`src/rtl/glos_pkg.sv`:
```
package glos_pkg;

    localparam int COORD_W        = 6;
    localparam int GRID_SIDE_DFLT = 64;
    // holds the Bresenham error term: it stays within -63 .. 189
    localparam int ERR_W          = 10;

    localparam logic ACT_WRITE = 1'b0;
    localparam logic ACT_CHECK = 1'b1;

    typedef enum logic [1:0] {
        SEL_CUR,
        SEL_MINOR,
        SEL_MAJOR
    } t_rd_sel;

    typedef struct packed {
        logic    clr_en;
        logic    wr_en;
        logic    load;
        t_rd_sel rd_sel;
        logic    adv_a;
        logic    inc_b;
        logic    upd_err;
    } t_cmd;

    typedef struct packed {
        logic clr_last;
        logic blocked;
        logic step_minor;
        logic a_last;
        logic a_done;
    } t_sts;

endpackage

```
`src/rtl/glos_ctrl.sv`:
```
module glos_ctrl import glos_pkg::*; (
    input  logic i_clk,
    input  logic i_rst_n,
    input  logic i_in_valid,
    output logic o_in_ready,
    input  logic i_action,
    output logic o_out_valid,
    input  logic i_out_ready,
    output logic o_line_clear,
    output t_cmd o_cmd,
    input  t_sts i_sts
);

    typedef enum logic [2:0] {
        ST_CLEAR,
        ST_IDLE,
        ST_START,
        ST_MAJOR,
        ST_MINOR,
        ST_DONE
    } t_state;

    t_state r_state, n_state;
    logic   r_res, n_res;
    logic   r_out_valid, n_out_valid;
    logic   r_line_clear, n_line_clear;
    t_cmd   cmd;

    always_comb begin
        n_state      = r_state;
        n_res        = r_res;
        n_out_valid  = r_out_valid && !i_out_ready;
        n_line_clear = r_line_clear;
        cmd          = '0;
        cmd.rd_sel   = SEL_CUR;

        case (r_state)
            ST_CLEAR: begin
                cmd.clr_en = 1'b1;
                if (i_sts.clr_last) begin
                    n_state = ST_IDLE;
                end
            end
            ST_IDLE: begin
                if (i_in_valid) begin
                    if (i_action == ACT_CHECK) begin
                        cmd.load = 1'b1;
                        n_state  = ST_START;
                    end else begin
                        cmd.wr_en = 1'b1;
                    end
                end
            end
            ST_START: begin
                // equal endpoints visit nothing
                if (i_sts.a_done) begin
                    n_res   = 1'b1;
                    n_state = ST_DONE;
                end else begin
                    cmd.rd_sel = SEL_CUR;
                    n_state    = ST_MAJOR;
                end
            end
            ST_MAJOR: begin
                if (i_sts.blocked) begin
                    n_res   = 1'b0;
                    n_state = ST_DONE;
                end else if (i_sts.step_minor) begin
                    cmd.upd_err = 1'b1;
                    cmd.inc_b   = 1'b1;
                    cmd.rd_sel  = SEL_MINOR;
                    n_state     = ST_MINOR;
                end else begin
                    cmd.upd_err = 1'b1;
                    cmd.adv_a   = 1'b1;
                    if (i_sts.a_last) begin
                        n_res   = 1'b1;
                        n_state = ST_DONE;
                    end else begin
                        cmd.rd_sel = SEL_MAJOR;
                    end
                end
            end
            ST_MINOR: begin
                if (i_sts.blocked) begin
                    n_res   = 1'b0;
                    n_state = ST_DONE;
                end else begin
                    cmd.adv_a = 1'b1;
                    if (i_sts.a_last) begin
                        n_res   = 1'b1;
                        n_state = ST_DONE;
                    end else begin
                        cmd.rd_sel = SEL_MAJOR;
                        n_state    = ST_MAJOR;
                    end
                end
            end
            ST_DONE: begin
                // hold the answer until the output register frees up
                if (!r_out_valid || i_out_ready) begin
                    n_out_valid  = 1'b1;
                    n_line_clear = r_res;
                    n_state      = ST_IDLE;
                end
            end
            default: begin
                n_state = ST_IDLE;
            end
        endcase
    end

    always_ff @(posedge i_clk) begin
        if (!i_rst_n) begin
            r_state     <= ST_CLEAR;
            r_out_valid <= 1'b0;
        end else begin
            r_state     <= n_state;
            r_out_valid <= n_out_valid;
        end
        r_res        <= n_res;
        r_line_clear <= n_line_clear;
    end

    assign o_in_ready   = r_state == ST_IDLE;
    assign o_out_valid  = r_out_valid;
    assign o_line_clear = r_line_clear;
    assign o_cmd        = cmd;

endmodule

```
`config.mk`:
```
export PLATFORM = sky130hd
export DESIGN_NAME = glos_ctrl
export DESIGN_NICKNAME = d
export VERILOG_FILES = /design/src/rtl/glos_pkg.sv /design/src/rtl/glos_ctrl.sv
export SDC_FILE = /design/constraint.sdc
export NUM_CORES = 1
export LEC_CHECK = 0
export BUFFER_PORTS_ARGS = -buffer_cell sky130_fd_sc_hd__buf_4
export CORE_MARGIN = 4
export CORE_UTILIZATION = 25
export DETAILED_ROUTE_END_ITERATION = 8
export SLEW_MARGIN = 20
export SYNTH_ARGS = -nofsm -noshare
export SYNTH_HDL_FRONTEND = slang
export SYNTH_SLANG_ARGS = --single-unit
```
`constraint.sdc`:
```
create_clock -name i_clk -period 1.55 [get_ports i_clk]
set_input_delay 0.2325 -clock i_clk [delete_from_list [all_inputs] [get_ports i_clk]]
set_output_delay 0.2325 -clock i_clk [all_outputs]
set_load 0.03 [all_outputs]
```
==> metrics.md, run 1 <==
| Metric | Value |
|---|---|
| Final #Nets | between 90 and 100 |
| Sink Count | 6 |
| Count leader, synth | nor2_1 |
| Leak Pwr | 0.335 nW |
| Fin Setup TNS | -0.273 ns |
| Starting Density | ~27% |
| Final hold viol count | 0 |
| Syn_area_per_cell | 8.94 µm² |
| DP Wirelength | between 900 and 1000 µm |
| TritonCTS buffer count | 3 |
| Multi-input gate area | 357 µm² |
| Most frequent cells after synthesis | 5 x nor2_1, 4 x dfxtp_1 |
| Logic pwr share | approximately two thirds |
| Die W | 52.0 µm |
| Via-to-Cell Ratio | slightly below 5 |
| Clock Tree Buf Depth | 2 |
| Die H | between 50 and 60 µm |
| Pin count of the biggest net entering global routing | 15 |
| Hold slack final | a little under 0.2 ns |
| Worst skew pair latency | 0.25 ns |
| Max cap viols | 0 |
| VDD IR max | 0.684 mV |
| DRC Markers | 0 |
| Non-Filler Cell Area, Final | roughly 840 µm² |
| Placed inst area | 694 µm² |
| # rows | 15 |
| Flops & latches, synth | 6 |
| Synth area leaders | dfxtp_1 17%, edfxtp_1 12%, nor4bb_4 5.2% |
| Worst-path clk slew | roughly 0.040 ns |
| Post-Layout Cell Count | 111 |
| Post-synth EDFFs | 2 |
| Die area | around 0.0027 mm² |
| Yosys warnings | 0 |
| Crit Path Class | reg -> out |
| Clk_skew | about 0.0054 ns |
| Share of cells above drive strength 1 | about 64% |
| Setup repair after global routing missed its margin | yes |
| Failing checks | negative setup slack |
| Tcrit/Tclk final | 105% |
| Asr flop ratio synth | 0% |
| Area Overhead vs Synth | 73.1% |
| Routed Antenna Nets | 0 |
| Sequential share of power | roughly 22% |
| Initial antenna violation count | 0 |
| Share of the synthesized area in the top cell type | between 10% and 20% |
| Hold_buf cts | 0 |
| First-pass GRT wire length | 2130 µm |
| Crit path max fanout | 4 |
| I/O pins | 21 |
| Clock network power share | a little under an eighth |
| Tmin final | ~1.6 ns |
| Sw frac | between 40% and 50% |
| # diodes | 0 |
| Vias | 541 |
| Syn Nets | 64 |
| HP Class | in -> reg |
| H-tree levels | 1 |
| Iter 0 DRT Violations | 15 |
| GP Congestion | ~0.82 |
| Cell variety after synth | 32 |
| Most used DFF post-synth | dfxtp_1 |
| Final setup fails | 6 |
| Wire length per cell | between 10 and 15 µm |
| Internal power | about 0.81 mW |
| Root buf cell | clkbuf_4 |
| CP required | around 1.3 ns |
| CTS tree | yes |
| Slew Viols, Final | 0 |
| Post-Syn Instances | between 50 and 60 |
| Biggest area consumer among synthesized cells | dfxtp_1 |
| P per Cell Area | between 1500 and 2000 mW/mm² |
| Net Switching | between 0.6 and 0.7 mW |
| Crit end category | output port |
| Max-slew headroom at the worst pin | about three quarters |
| Placed insts | 101 |
| Input/output buffers | 20 |
| Total grt overflow | 0 |
| Seq/Total Area, Yosys | roughly 29% |
| Mapped cell area | 483 µm² |
| Worst setup margin | -0.0725 ns |
| Arrival time at the worst endpoint | ~1.4 ns |
| Outcome | complete, but fails checks |
| Worst Max-Slew Pin Slew | around 0.37 ns |
| Post-layout util | 46.9% |
| Highest clock rate | between 600 and 700 MHz |
| Global Route Usage Sum | between 10% and 20% |
| Core area | 0.00178 mm² |
| CP Launch Type | register |
| Vias in the first global route | roughly 470 |
| Fillers | between 150 and 200 |
| Drt total wl | 1430 µm |
| Initial DRT Pass Iterations | 4 |
| Sequential cell area | about 150 µm² |
## layer usage
metal / up-vias / share of wire (%) / track usage, % / wire length (µm)
met4: 0 / 2.8 / 7.86 / 40
li1: 268 / - / - / -
met5: - / 0 / 0 / 0
met3: 5 / 5.6 / 3.44 / 80
met1: 253 / 38 / 12.4 / 544
met2: 15 / 53 / 17.4 / 759
## layout by cell type, fill, tap and decap left out, drive strengths merged, types with 2 or more instances in the layout
cell type / count
nor2: 5
nand2b: 2
inv: 3
edfxtp: 2
dfxtp: 4
and3: 2
buf: 31
nor3: 4
and2: 2
o22ai: 2
clkbuf: 4
o31ai: 3
a21oi: 4
nand2: 2
nor3b: 3
## final timing paths
check / to / start / depth (start not counted) / slack (ns)
worst max-delay path: o_cmd[3] / r_state[2] / 4 / -0.07
worst min-delay path: r_state[1] / i_rst_n / 3 / 0.20
worst max register to register: r_state[2] / r_state[2] / 6 / -0.06
worst min register to register: o_line_clear / r_res / 0 / 0.47
## power by group through the flow
stage | Combinational [mW] | Clock, mW | Sequential [mW]
after global routing | 1.01 | 0.187 | 0.314
after CTS | 0.817 | 0.164 | 0.285
after floorplan | 0.568 | 0 | 0.254
after global placement | 0.772 | 0 | 0.276
after detailed placement | 0.777 | 0 | 0.277
final | 0.950 | 0.159 | 0.303
## metrics by stage
stage | worst slack (ns) | power (mW)
6_report | -0.0725 | 1.41
5_1_grt | -0.191 | 1.51
4_1_cts | -0.0589 | 1.27
3_5_place_dp | 0.0192 | 1.05
3_3_place_gp | 0.0500 | 1.05
2_1_floorplan | -0.0648 | 0.822
## worst max-delay path, cell delays in order (launching register included)
cell and delay (ns):
dfxtp_4 0.34, buf_6 0.13, nor4bb_4 0.34, and2_4 0.21, buf_6 0.12
## registers in the layout (all words and copies together) (netlist names)
register,count
r_state,3
r_res,1
o_line_clear,1
o_out_valid,1
## cell type report
| cell class | count | share of cell area (%) |
|---|---|---|
| multi-input cells | 42 | 42.7 |
| clock buffers | 4 | 3.14 |
| inverters | 3 | 1.65 |
| well taps | 25 | 3.74 |
| repair buffers | 31 | 31.0 |
| flip-flops and latches | 6 | 17.8 |
## what timing repair did
item,in CTS,in global routing
gates cloned,0,0
setup endpoints to repair,8,11
buffers inserted,2,4
pin swaps,3,5
gates resized for setup,10,12
## cells by family (layout without fill, tap and decap cells)
kind of cell | count (synthesis) | in the layout | share of synthesized area, %
flip-flops | 6 | 6 | 29.0
buffers and inverters | 6 | 38 | 6.74
AO/OA/AOI/OAI | 14 | 14 | 21.2
AND/OR/NAND/NOR | 28 | 28 | 43.0
Note: power is estimated with default switching activity, not from simulation.
==> run 2, diff against run 1 <==
--- a/config.mk
+++ b/config.mk
@@ -9,6 +9,7 @@
 export CORE_MARGIN = 4
 export CORE_UTILIZATION = 25
 export DETAILED_ROUTE_END_ITERATION = 8
+export PLACE_DENSITY = 0.53
 export SLEW_MARGIN = 20
 export SYNTH_ARGS = -nofsm -noshare
 export SYNTH_HDL_FRONTEND = slang
==> metrics.md, run 2 (synthesis results as in run 1) <==
| Metric | Value |
|---|---|
| Logic pwr share | between 60% and 70% |
| Outcome | finished, final reports clean |
| I/O pins | 21 |
| GP Congestion | 0.762 |
| Top delay family on crit path | simple AND/OR/NAND/NOR gates |
| Global Route Usage Sum | 10.7% |
| Max cap viols | 0 |
| Clk_skew | slightly above 0.001 ns |
| H-tree levels | 1 |
| Routed Antenna Nets | 0 |
| Area Overhead vs Synth | 72.0% |
| Via-to-Cell Ratio | between 4 and 5 |
| Crit path max fanout | 4 |
| Sink Count | 6 |
| Sequential share of power | between 10% and 20% |
| Commonest cells after routing, fill and taps aside | 25 x buf_4, 4 x nor2_1, 4 x buf_6 |
| Initial antenna violation count | 0 |
| Internal power | approximately 0.85 mW |
| CTS tree | yes |
| Worst setup margin | a little over 0.006 ns |
| CP required | between 1 and 1.5 ns |
| Pin count of the biggest net entering global routing | 13 |
| Wire length per cell | between 10 and 15 µm |
| DRC Markers | 0 |
| Die area | 0.00270 mm² |
| Leak Pwr | 0.335 nW |
| P per Cell Area | between 1500 and 2000 mW/mm² |
| Drt total wl | approximately 1300 µm |
| CP Launch Type | register |
| Initial DRT Pass Iterations | 4 |
| Crit Path Class | reg -> out |
| Slew Viols, Final | 0 |
| Worst skew pair latency | 0.25 ns |
| CP max stage cell | dfxtp_4 |
| Tmin final | roughly 1.5 ns |
| Post-layout util | around 47% |
| Iter 0 DRT Violations | 5 |
| Sw frac | around 42% |
| HP Class | in -> reg |
| Max stage delay on crit path | 0.36 ns |
| Register with the most flip-flops | r_state |
| Post-Layout Cell Count | 110 |
| Starting Density | 27.1% |
| Setup repair after global routing missed its margin | yes |
| Input/output buffers | 20 |
| Net Switching | 0.604 mW |
| # rows | 15 |
| DP Wirelength | about 990 µm |
| Max-slew headroom at the worst pin | about four fifths |
| Placed insts | roughly 100 |
| Vias in the first global route | approximately 460 |
| Tcrit/Tclk final | roughly 100% |
| Clock Tree Buf Depth | 2 |
| Final hold viol count | 0 |
| First-pass GRT wire length | between 2000 and 2500 µm |
| Final setup fails | 0 |
| Fillers | between 150 and 200 |
| # diodes | 0 |
| Crit end category | output port |
| Arrival time at the worst endpoint | 1.31 ns |
| Commonest non-fill, non-tap cell in the layout | buf_4 |
| Clock network power share | between 10% and 20% |
| Highest clock rate | 648 MHz |
| Fin Setup TNS | 0 ns |
| Die W | 52.0 µm |
| Setup WS pre-CTS | -0.0225 ns |
| Crit path cell chain | nor4bb_4 > and2_2 > buf_4 |
| Share of cells above drive strength 1 | a little under two thirds |
| Max reg flops | 3 |
| CP bufs+invs | 1 |
| Vias | 535 |
| Die H | slightly above 50 µm |
| TritonCTS buffer count | 3 |
| VDD IR max | around 0.66 mV |
| Total grt overflow | 0 |
| Worst-path clk slew | ~0.050 ns |
| Core area | 0.00178 mm² |
| Root buf cell | clkbuf_4 |
| Worst Max-Slew Pin Slew | 0.312 ns |
| Final #Nets | 96 |
run 2: changes by cell type in the layout (fill, tap and decap cells not counted), sizes merged:
cell	previous run	this run
buf	31	30
run 2: layer usage:
| metal | wire [µm] | global-route usage, % |
|---|---|---|
| met1 | 542 | 11.6 |
| met2 | 680 | 15.9 |
| met3 | 86 | 6.02 |
| met4 | 27 | 6.55 |
| met5 | 0 | 0 |
run 2: what timing repair did:
action	4_1_cts	5_1_grt
endpoints found under the setup margin	10	9
pin swaps	2	5
hold buffers	0	0
buffers inserted	1	3
hold endpoints to repair	0	0
gates resized for setup	8	9
run 2: worst reg2reg max path: stages, from the launching register on:
cell and delay, ns:
dfxtp_4 0.36, buf_4 0.15, or3_1 0.38, a21oi_2 0.24, a311o_1 0.17, a21oi_2 0.05
run 2: layout make-up:
cell class	count	area (µm²)	area share, %
Multi-Input combinational cell	42	360	43.4
Timing Repair Buffer	30	253	30.4
Sequential cell	6	149	17.9
Tap cell	25	31.3	3.77
Clock buffer	4	26.3	3.16
Inverter	3	11.3	1.36
run 2: metrics by stage:
| step | hold slack, ns | total power, mW | area (µm²) |
|---|---|---|---|
| floorplan | 0.341 | 0.822 | 497 |
| finish | 0.185 | 1.45 | 831 |
| global placement | 0.435 | 1.07 | 702 |
| CTS | 0.182 | 1.30 | 759 |
| detailed placement | 0.447 | 1.07 | 702 |
| global route | 0.187 | 1.55 | 831 |
run 2: path summary, 6_finish.rpt:
path,start,slack (ns),depth (start not counted),to
min,i_rst_n,0.18,3,r_state[1]
max,r_state[0],0.006,3,o_cmd[3]
min reg2reg,r_res,0.47,0,o_line_clear
max reg2reg,r_state[2],0.08,5,r_state[0]
run 2: power groups by stage:
stage	sequential [mW]	combinational [mW]	clock (mW)
after global placement	0.294	0.777	0
after detailed placement	0.294	0.778	0
after CTS	0.302	0.831	0.168
after global routing	0.296	1.07	0.184
after floorplan	0.254	0.568	0
final	0.289	1.00	0.163
